**src/hseq_pkg.sv**
```systemverilog
// package: widths, constants and item types for the hall sensor edge qualifier
`default_nettype none
package hseq_pkg;

  // field widths
  localparam int unsigned CodeW     = 3;
  localparam int unsigned PortTimeW = 32;
  localparam int unsigned StabW     = 20;
  localparam int unsigned GlitchW   = 16;

  // default internal time width (timestamps wrap at this width)
  localparam int unsigned TimeBitsDef = 32;

  // constants
  localparam logic [StabW-1:0]   StabReset = StabW'(100);
  localparam logic [CodeW-1:0]   CodeLow   = CodeW'(1);
  localparam logic [CodeW-1:0]   CodeHigh  = CodeW'(6);
  localparam logic [GlitchW-1:0] GlitchMax = '1;

  // input item
  typedef struct packed {
    logic [CodeW-1:0]     raw_code;
    logic [PortTimeW-1:0] now_time;
  } in_item_t;

  // result item
  typedef struct packed {
    logic                 edge_valid;
    logic [CodeW-1:0]     edge_code;
    logic [PortTimeW-1:0] edge_time;
    logic [PortTimeW-1:0] edge_interval;
    logic [CodeW-1:0]     qualified_code;
    logic [GlitchW-1:0]   glitches;
    logic                 safe_to_clear;
  } out_item_t;

endpackage : hseq_pkg
`default_nettype wire

```
**src/hseq_chan_if.sv**
```systemverilog
// interfaces: valid/ready channels for sample items and result items
`default_nettype none
interface hseq_in_if;
  logic                valid;
  logic                ready;
  hseq_pkg::in_item_t  item;

  modport source (output valid, output item, input ready);
  modport sink   (input valid, input item, output ready);
endinterface : hseq_in_if

interface hseq_out_if;
  logic                valid;
  logic                ready;
  hseq_pkg::out_item_t item;

  modport source (output valid, output item, input ready);
  modport sink   (input valid, input item, output ready);
endinterface : hseq_out_if
`default_nettype wire

```
**src/hall_sensor_edge_qualifier.sv**
```systemverilog
// top level: hall sensor edge qualifier with stability time
//
// Usage
//   in_i  (sink):   one item per hall sample, raw 3-bit code plus a wrapping
//                   microsecond timestamp. Items are taken on valid && ready.
//   out_o (source): exactly one result item per sample, in order, carrying the
//                   released edge (if any), the qualified code, the glitch
//                   count and the clear-safe flag.
//   cfg_we_i / cfg_data_i: writes the stability time in microseconds; write it
//                   only while no item is in flight.
// Path: an accepted sample sits in the input register, is evaluated and
//   lands in the result register when it advances, which waits while the
//   result register is full and out_o is not taken.
// Throughput: one item per cycle while out_o is taken, set by the single
//   evaluation step between input and result register, which updates state.
// Reset: the first sample after reset only initialises the qualified code and
//   edge reference time; stability time returns to 100 us.
// Stall: when out_o is not taken the result register holds, the input
//   register keeps one more item, and in_i.ready drops once both are full.
`default_nettype none
module hall_sensor_edge_qualifier #(
  parameter int unsigned TIME_BITS = hseq_pkg::TimeBitsDef
) (
  input  wire                          clk_i,
  input  wire                          rst_ni,
  input  wire                          cfg_we_i,
  input  wire [hseq_pkg::StabW-1:0]    cfg_data_i,
  hseq_in_if.sink                      in_i,
  hseq_out_if.source                   out_o
);

  localparam int unsigned CmpW =
    (TIME_BITS > hseq_pkg::StabW) ? TIME_BITS : hseq_pkg::StabW;

  // stability time register
  logic [hseq_pkg::StabW-1:0] stab_q;

  always_ff @(posedge clk_i or negedge rst_ni) begin
    if (!rst_ni) begin
      stab_q <= hseq_pkg::StabReset;
    end else if (cfg_we_i) begin
      stab_q <= cfg_data_i;
    end
  end

  // input register and result register handshake
  logic                s1_valid_q;
  hseq_pkg::in_item_t  s1_item_q;
  logic                res_valid_q;
  hseq_pkg::out_item_t res_item_q;
  logic                advance;

  assign advance     = s1_valid_q && (!res_valid_q || out_o.ready);
  assign in_i.ready  = !s1_valid_q || advance;
  assign out_o.valid = res_valid_q;
  assign out_o.item  = res_item_q;

  always_ff @(posedge clk_i or negedge rst_ni) begin
    if (!rst_ni) begin
      s1_valid_q <= 1'b0;
    end else if (in_i.ready) begin
      s1_valid_q <= in_i.valid;
    end
  end

  always_ff @(posedge clk_i) begin
    if (in_i.valid && in_i.ready) begin
      s1_item_q <= in_i.item;
    end
  end

  // qualifier state
  logic                         started_q, started_d;
  logic [hseq_pkg::CodeW-1:0]   last_raw_q, last_raw_d;
  logic [hseq_pkg::CodeW-1:0]   accepted_q, accepted_d;
  logic [hseq_pkg::CodeW-1:0]   pend_code_q, pend_code_d;
  logic                         pending_q, pending_d;
  logic [TIME_BITS-1:0]         pend_since_q, pend_since_d;
  logic [TIME_BITS-1:0]         last_edge_q, last_edge_d;
  logic [hseq_pkg::GlitchW-1:0] glitch_q, glitch_d;

  logic [hseq_pkg::CodeW-1:0] code;
  logic [TIME_BITS-1:0]       now;
  logic [TIME_BITS-1:0]       held_time;
  logic                       held;
  logic                       release_edge;
  hseq_pkg::out_item_t        res_d;

  assign code      = s1_item_q.raw_code;
  assign now       = TIME_BITS'(s1_item_q.now_time);
  assign held_time = now - pend_since_q;
  assign held      = pending_q && (CmpW'(held_time) >= CmpW'(stab_q));

  // one evaluation step for the item in the input register
  always_comb begin
    started_d    = started_q;
    last_raw_d   = last_raw_q;
    accepted_d   = accepted_q;
    pend_code_d  = pend_code_q;
    pending_d    = pending_q;
    pend_since_d = pend_since_q;
    last_edge_d  = last_edge_q;
    glitch_d     = glitch_q;
    release_edge = 1'b0;

    if (!started_q) begin
      // first sample only initialises
      started_d    = 1'b1;
      last_raw_d   = code;
      accepted_d   = code;
      pend_code_d  = '0;
      pending_d    = 1'b0;
      pend_since_d = '0;
      last_edge_d  = now;
      glitch_d     = '0;
    end else begin
      if (held) begin
        // candidate has held long enough: release it
        release_edge = 1'b1;
        accepted_d   = pend_code_q;
        last_edge_d  = pend_since_q;
        pending_d    = 1'b0;
      end else if (pending_q && (code != last_raw_q)) begin
        // early change drops the candidate as a glitch
        if (glitch_q != hseq_pkg::GlitchMax) begin
          glitch_d = glitch_q + 1'b1;
        end
        pending_d = 1'b0;
      end
      if (code != last_raw_q) begin
        // follow the raw change, maybe starting a new candidate
        last_raw_d = code;
        if (code != accepted_d) begin
          pend_code_d  = code;
          pend_since_d = now;
          pending_d    = 1'b1;
        end
      end
    end

    res_d.edge_valid     = release_edge;
    res_d.edge_code      = release_edge ? pend_code_q : '0;
    res_d.edge_time      = release_edge ? hseq_pkg::PortTimeW'(pend_since_q) : '0;
    res_d.edge_interval  = release_edge ?
                           hseq_pkg::PortTimeW'(pend_since_q - last_edge_q) : '0;
    res_d.qualified_code = accepted_d;
    res_d.glitches       = glitch_d;
    res_d.safe_to_clear  = !pending_d && (code >= hseq_pkg::CodeLow) &&
                           (code <= hseq_pkg::CodeHigh) && (code == last_raw_d) &&
                           (code == accepted_d);
  end

  // state update when the item moves on
  always_ff @(posedge clk_i or negedge rst_ni) begin
    if (!rst_ni) begin
      started_q    <= 1'b0;
      last_raw_q   <= '0;
      accepted_q   <= '0;
      pend_code_q  <= '0;
      pending_q    <= 1'b0;
      pend_since_q <= '0;
      last_edge_q  <= '0;
      glitch_q     <= '0;
    end else if (advance) begin
      started_q    <= started_d;
      last_raw_q   <= last_raw_d;
      accepted_q   <= accepted_d;
      pend_code_q  <= pend_code_d;
      pending_q    <= pending_d;
      pend_since_q <= pend_since_d;
      last_edge_q  <= last_edge_d;
      glitch_q     <= glitch_d;
    end
  end

  // result register
  always_ff @(posedge clk_i or negedge rst_ni) begin
    if (!rst_ni) begin
      res_valid_q <= 1'b0;
    end else if (advance) begin
      res_valid_q <= 1'b1;
    end else if (out_o.ready) begin
      res_valid_q <= 1'b0;
    end
  end

  always_ff @(posedge clk_i) begin
    if (advance) begin
      res_item_q <= res_d;
    end
  end

endmodule : hall_sensor_edge_qualifier
`default_nettype wire

```
**src/flat_wrapper.sv**
```systemverilog
// flat-port wrapper written by rule: the top's interface ports become plain ports
module hall_sensor_edge_qualifier_flat 
#(
  parameter int unsigned TIME_BITS = hseq_pkg::TimeBitsDef
)
  (clk_i, rst_ni, cfg_we_i, cfg_data_i, in_i_valid, in_i_item, in_i_ready, out_o_valid, out_o_item, out_o_ready);
  hseq_in_if in_i_i ();
  hseq_out_if out_o_i ();
  input  wire clk_i;
  input  wire rst_ni;
  input  wire cfg_we_i;
  input  wire [hseq_pkg::StabW-1:0] cfg_data_i;
  input wire logic [$bits(in_i_i.valid)-1:0] in_i_valid;
  input wire logic [$bits(in_i_i.item)-1:0] in_i_item;
  output wire logic [$bits(in_i_i.ready)-1:0] in_i_ready;
  output wire logic [$bits(out_o_i.valid)-1:0] out_o_valid;
  output wire logic [$bits(out_o_i.item)-1:0] out_o_item;
  input wire logic [$bits(out_o_i.ready)-1:0] out_o_ready;
  assign in_i_i.valid = in_i_valid;
  assign in_i_i.item = in_i_item;
  assign in_i_ready = in_i_i.ready;
  assign out_o_valid = out_o_i.valid;
  assign out_o_item = out_o_i.item;
  assign out_o_i.ready = out_o_ready;
  hall_sensor_edge_qualifier #(.TIME_BITS(TIME_BITS)) u_core (.clk_i(clk_i), .rst_ni(rst_ni), .cfg_we_i(cfg_we_i), .cfg_data_i(cfg_data_i), .in_i(in_i_i), .out_o(out_o_i));
endmodule
```
**config.mk**
```make
export PLATFORM = sky130hd
export DESIGN_NAME = hall_sensor_edge_qualifier_flat
export DESIGN_NICKNAME = d
export VERILOG_FILES = /design/src/hseq_pkg.sv /design/src/hseq_chan_if.sv /design/src/hall_sensor_edge_qualifier.sv /design/src/flat_wrapper.sv
export SDC_FILE = /design/constraint.sdc
export NUM_CORES = 1
export LEC_CHECK = 0
export BUFFER_PORTS_ARGS = -buffer_cell sky130_fd_sc_hd__buf_2
export CAP_MARGIN = 20
export CORE_UTILIZATION = 56
export CTS_CLUSTER_SIZE = 24
export DETAILED_ROUTE_END_ITERATION = 8
export PLACE_DENSITY = 0.74
export SLEW_MARGIN = 20
export SYNTH_ARGS = -nofsm -noshare
export SYNTH_HDL_FRONTEND = slang
export SYNTH_SLANG_ARGS = --single-unit
```
**constraint.sdc**
```tcl
create_clock -name clk_i -period 12.9 [get_ports clk_i]
set_input_delay 1.29 -clock clk_i [delete_from_list [all_inputs] [get_ports clk_i]]
set_output_delay 1.29 -clock clk_i [all_outputs]
set_load 0.005 [all_outputs]
```
==> results of run 1 <==
==> power by group through the flow <==
stage	combinational [mW]	sequential, mW	clock [mW]
global route	2.60	1.25	0.748
floorplan	1.71	1.20	0
CTS	2.31	1.22	0.723
detailed placement	2.29	1.23	0
finish	2.34	1.23	0.714
global placement	2.26	1.22	0
==> critical path, stage by stage (launching register included) <==
cell and delay, ns:
dfrtp_1 0.40, inv_1 0.25, ha_1 0.29, nor2b_1 0.15, o2111ai_1 0.23, nand3b_1 0.17, a21oi_1 0.25, o21ai_0 0.19
a31oi_1 0.28, o21ai_0 0.15, xor2_1 0.21, ha_1 0.26, nor2_1 0.09, nor2_1 0.08, nand2_1 0.06, o32ai_1 0.11
or4_1 0.47, a2111oi_2 0.27, nand4b_1 0.20, o41ai_4 0.86, o221ai_2 0.17, buf_4 0.31, and2_1 0.21, buf_4 0.25
o211ai_1 0.24
==> through the flow <==
| stage | instances | hold WS, ns | instance area [um2] | setup WS [ns] |
|---|---|---|---|---|
| 2_1_floorplan | 1488 | 0.457 | 14000 | 7.94 |
| 3_3_place_gp | 1903 | 0.481 | 15000 | 6.93 |
| 3_5_place_dp | 1903 | 0.492 | 15000 | 6.76 |
| 4_1_cts | 1949 | 0.507 | 15800 | 6.73 |
| 5_1_grt | 1949 | 0.539 | 15800 | 6.26 |
| 6_report | 1949 | 0.507 | 15800 | 6.63 |
==> state kept, by name, indices dropped and copies added (netlist names) <==
signal and count:
u_core.last_edge_q 32, u_core.s1_valid_q 1, u_core.accepted_q 3, u_core.out_o.valid 1, u_core.last_raw_q 3, u_core.glitch_q 16, u_core.pending_q 1, u_core.started_q 1
u_core.pend_since_q 32, u_core.pend_code_q 3, u_core.out_o.item 88, u_core.now 32, u_core.code 3, u_core.stab_q 20
==> layer usage <==
metal	share of wire (%)	routed length [um]
met5	0.035	13
met3	7.6	2820
met1	47	17400
met4	1.7	620
met2	43	16000
==> area by class of cell <==
type | instances | area [um2] | area share [%]
Tap cell | 324 | 405 | 2.56
Clock buffer | 41 | 777 | 4.91
Sequential cell | 236 | 6530 | 41.2
Timing Repair Buffer | 160 | 831 | 5.25
Clock inverter | 5 | 45.0 | 0.285
Multi-Input combinational cell | 1079 | 6850 | 43.3
Inverter | 104 | 393 | 2.48
==> kinds of logic after synthesis <==
family | count (synthesis) | share of synthesized area [%]
AO/OA/AOI/OAI | 350 | 17.0
adder cells (fa/ha/maj) | 85 | 7.69
buffers and inverters | 173 | 4.80
AND/OR/NAND/NOR | 566 | 18.9
flip-flops | 236 | 46.5
XOR/XNOR | 58 | 3.62
multiplexers | 20 | 1.46
==> Yosys cell counts (all sizes together) (8+ instances only) <==
cell type	n	share of area, %
xor2	31	1.9
nor2	154	4.1
and2	13	0.58
o31ai	9	0.48
ha	83	7.4
mux2i	16	1.1
nand2b	14	0.62
or3	9	0.54
nand2	211	5.7
buf	18	0.65
a21o	27	1.4
a21oi	68	2.5
nand3	32	1.1
o2111ai	10	0.62
o221ai	15	0.94
o21ai	72	2.6
edfxtp	123	26
and3	13	0.58
nor4	8	0.46
nor3	29	1.1
o21a	15	0.80
inv	104	2.8
clkbuf	51	1.4
dfrtp	110	20
a31oi	42	1.9
a211oi	10	0.57
nor2b	16	0.71
o211ai	28	1.5
nand4	47	2.1
xnor2	27	1.7
==> worst min path at each step <==
stage | to | cells after the start
finish | u_core.last_raw_q[0] | 2
global route | u_core.last_raw_q[0] | 2
CTS | u_core.last_raw_q[0] | 2
detailed placement | u_core.last_raw_q[0] | 2
global placement | u_core.last_raw_q[2] | 2
floorplan | u_core.out_o.valid | 1
==> flow_summary.ini, run 1 <==
[outcome]
outcome = finished, final reports clean

[grt]
antenna_found_initial = 1
grt_max_degree = 68
grt_pass1_wl_um = 59200
grt_pass1_vias = 10800
use_met3_pct = 4.68
grt_use_met2_pct = 43.1
grt_busiest_layer = met1
grt_overflow = 0
track_usage_pct = 29.1
grtUsageMet1_pct = 44.9

[sta]
finalHoldViolCount = 0
finalSetupViolCount = 0
relSlewSlack_pct = 32.2
finalSetupTns_ns = 0
max_freq_mhz = 159
fin_skew_ns = 0.0205
post-route-period-util_pct = 48.6
final_max_slew_viol_count = 0
tightest_slew_ns = 1.01
rsz0062_at_grt = no
period_needed_ns = 6.27

[detailed_routing]
avgViaCountPerCell = 5.98
drc = 0
dr_total_vias = 11700
antenna_left = 0
first_iter_violations = 1153
post_drt_wl_per_cell_um = 18.9
dr.pass1.iters = 5
totalWireLength_um = 36900

[worst_setup_path]
cp.required_ns = 13.36
ff2ff_setup_slack_ns = 6.63
setup.worst_path.end_class = flop
startpoint_type = flop
r2r-end = u_core.pend_since_q[25]
r2r-start = u_core.pend_since_q[1]
cp-startpoint = u_core.pend_since_q[1]
crit_path_end = u_core.pend_since_q[25]
critical_path_class = flop to flop
r2r_cells = 24
cp_max_fo = 38
crit_arrival_ns = 6.73

[synth]
syn-cell-area_mm2 = 0.0140
synth.distinct_cells = 81
synth-main-ff-cell = edfxtp_1
synth_edf_count = 123
synth_area_per_cell_um2 = 9.42
synth_warnings = 0
async_reset_ff_share_pct = 47.9
syn_inst = 1488
synth-seq-cells = 236
yosysSeqAreaShare_pct = 46.5
syn_nets = 1633

[final_layout]
mostFrequentLayoutCells = 209 x nand2_1, 152 x nor2_1, 148 x buf_2
finish.utilization_pct = 64.7
diodes = 0
n_fill_cell = 2075
nets = 1751
area_delta_synth_final_pct = 12.9
drive_gt1_share_pct = 14.9
final_common_cell = nand2_1

[pwr]
p_seq_share_pct = 28.7
p_sw_share_pct = 43.7
ir_drop_v = 0.000139
intPower_mw = 2.41
finalPower_mw = 4.28
p_clk_share_pct = 16.7
p_sw_mw = 1.87
cellPowerDensity_mw_per_mm2 = 270
comb_power_share_pct = 54.6
p_leak_nw = 7.03

[clocking]
numClockSinks = 236
clk_latency_ns = 0.56
postCtsHoldBufs = 0
clockBufferDepth = 3
clk_pin_slew_ns = 0.06
cts_setup_buffers = 0
post_cts_resized = 0
tritoncts = built
cts_buffers = 25
cts-htree-levels = 1
cts_root_buf = clkbuf_16

[floorplanning]
floorplan.die_area_mm2 = 0.0257
core_mm2 = 0.0245
io_pins = 150
rows = 57
die_w_um = 160
start_util_pct = 57.3
dieHeight_um = 160

[flow_run]
maxCapViolations = 0

[place]
port_buffers = 149
place_congestion = 0.939
hpwl_um = 27200

[min_path]
hold_class = flop to flop
hp-start = u_core.last_raw_q[0]
No activity file was read; power rests on OpenSTA's default activity.
==> run 2: changes to the inputs <==
==> constraint.sdc (replaced) <==
create_clock -name clk_i -period 6.4 [get_ports clk_i]
set_input_delay 0.64 -clock clk_i [delete_from_list [all_inputs] [get_ports clk_i]]
set_output_delay 0.64 -clock clk_i [all_outputs]
set_load 0.005 [all_outputs]
==> run 2 against run 1 <==
Net effect: first-iteration DRC count shrank 5.2%; non-clock buffer count grew 4; maximum frequency rose by 11%; largest cell class unchanged; wire length shrank 1.2%; cell count is 0.21% higher; combinational power up 100%.
==> flow_summary.ini, run 2 (same netlist as run 1, synthesis figures left out) <==
[outcome]
outcome = finished, final reports clean

[final_layout]
stdcell_area_mm2 = 0.0159
ff_latch_area_mm2 = 0.00653
drive_gt1_share_pct = 15.2
largest_register_ff_count = 88
final_common_cell = nand2_1
diodes = 0
multiInputGateArea_mm2 = 0.00685
nets = 1755
n_fill_cell = 2038
area_delta_synth_final_pct = 13.2
mostFrequentLayoutCells = 209 x nand2_1, 152 x nor2_1, 148 x buf_2

[clocking]
cts_setup_buffers = 0
clk_latency_ns = 0.55
post_cts_resized = 0
clockBufferDepth = 3
cts_buffers = 25
cts_root_buf = clkbuf_16
clk_pin_slew_ns = 0.06
cts-htree-levels = 1
numClockSinks = 236
postCtsHoldBufs = 0
tritoncts = built

[floorplanning]
dieHeight_um = 160
io_pins = 150
rows = 57
die_w_um = 160
core_mm2 = 0.0245
floorplan.die_area_mm2 = 0.0257
start_util_pct = 57.3

[sta]
finalSetupTns_ns = 0
post-route-period-util_pct = 88.7
max_freq_mhz = 176
whs_ns = 0.207
period_needed_ns = 5.68
fin_skew_ns = 0.0117
relSlewSlack_pct = 37.8
final_max_slew_viol_count = 0
finalSetupViolCount = 0
tightest_slew_ns = 0.927
rsz0062_at_grt = no
finalHoldViolCount = 0

[place]
hpwl_um = 26500
placed_area_mm2 = 0.0150
port_buffers = 149
place_congestion = 0.938

[grt]
grt_pass1_vias = 10600
track_usage_pct = 28.4
grt_overflow = 0
grt_max_degree = 81
antenna_found_initial = 0
grt_pass1_wl_um = 57600

[pwr]
cellPowerDensity_mw_per_mm2 = 545
finalPower_mw = 8.65
ir_drop_v = 0.000333
p_leak_nw = 7.05

[detailed_routing]
first_iter_violations = 1093
antenna_left = 0
dr_total_vias = 11600
dr.pass1.iters = 5
totalWireLength_um = 36500
post_drt_wl_per_cell_um = 18.7
avgViaCountPerCell = 5.94
drc = 0

[worst_setup_path]
cp_max_fo = 9
setup.worst_path.end_class = flop
critical_path_class = flop to flop
cp.required_ns = 6.67
crit_arrival_ns = 5.94
startpoint_type = flop

[min_path]
hold_class = input pin to async pin

[flow_run]
maxCapViolations = 0
## run 2: cell types whose count changed in the layout (fill, tap and decap cells not counted), sizes merged
cell      previous run  this run
clkinvlp             0         1
inv                106       105
clkinv               3        10
buf                160       164
bufinv               0         2
clkbuf              41        32
## run 2: report_power, final
group	switching [mW]	internal, mW
clock	0.599	0.856
combinational	2.87	1.86
sequential	0.297	2.17
## run 2: metal layers
| metal | up-vias | global-route usage [%] | wire length, um |
|---|---|---|---|
| met5 | - | 0 | 0 |
| met4 | 0 | 7.66 | 847 |
| met3 | 57 | 6.16 | 3370 |
| met2 | 539 | 40.7 | 15300 |
| met1 | 5367 | 43.3 | 16900 |
| li1 | 5629 | - | - |
## run 2: through the flow
step,util [%],setup WS (ns),cells
floorplan,-,1.51,1488
global placement,61.5,0.898,1907
detailed placement,61.5,0.847,1907
CTS,64.9,0.817,1953
global route,64.9,0.339,1953
finish,64.9,0.724,1953
## run 2: cell type report
type | count | share of cell area, %
multi-input cells | 1079 | 43.2
flip-flops and latches | 236 | 41.1
repair buffers | 164 | 5.42
clock buffers | 32 | 4.42
well taps | 324 | 2.55
inverters | 104 | 2.48
clock inverters | 14 | 0.828
## run 2: worst max-delay path: stages (launching register included)
cell and delay, ns:
dfrtp_1 0.39, inv_1 0.23, ha_1 0.28, nor2b_1 0.15
o2111ai_1 0.22, nand3b_1 0.15, a21oi_1 0.26, o21ai_0 0.19
a31oi_1 0.28, o21ai_0 0.16, xor2_1 0.22, ha_1 0.27
nor2_1 0.11, nor2_1 0.09, nand2_1 0.06, o32ai_1 0.11
nor4_1 0.29, nand4_1 0.12, and4bb_1 0.36, nand4_2 0.20
or3_1 0.63, or3_4 0.42, xor2_1 0.14, nor2_1 0.05
## run 2: path summary, 6_finish.rpt
kind                       cells past startpoint                    from                endpoint  slack (ns)
max reg2reg                                   23  u_core.pend_since_q[1]    u_core.out_o.item[6]        0.72
min                                            1                  rst_ni        u_core.stab_q[0]        0.21
max                                           23  u_core.pend_since_q[1]    u_core.out_o.item[6]        0.72
max in group asynchronous                      2                  rst_ni  u_core.pend_since_q[8]        4.94
min in group clk_i                             1           in_i_item[27]          u_core.now[27]        0.27
min reg2reg                                    2    u_core.last_raw_q[2]    u_core.last_raw_q[2]        0.50
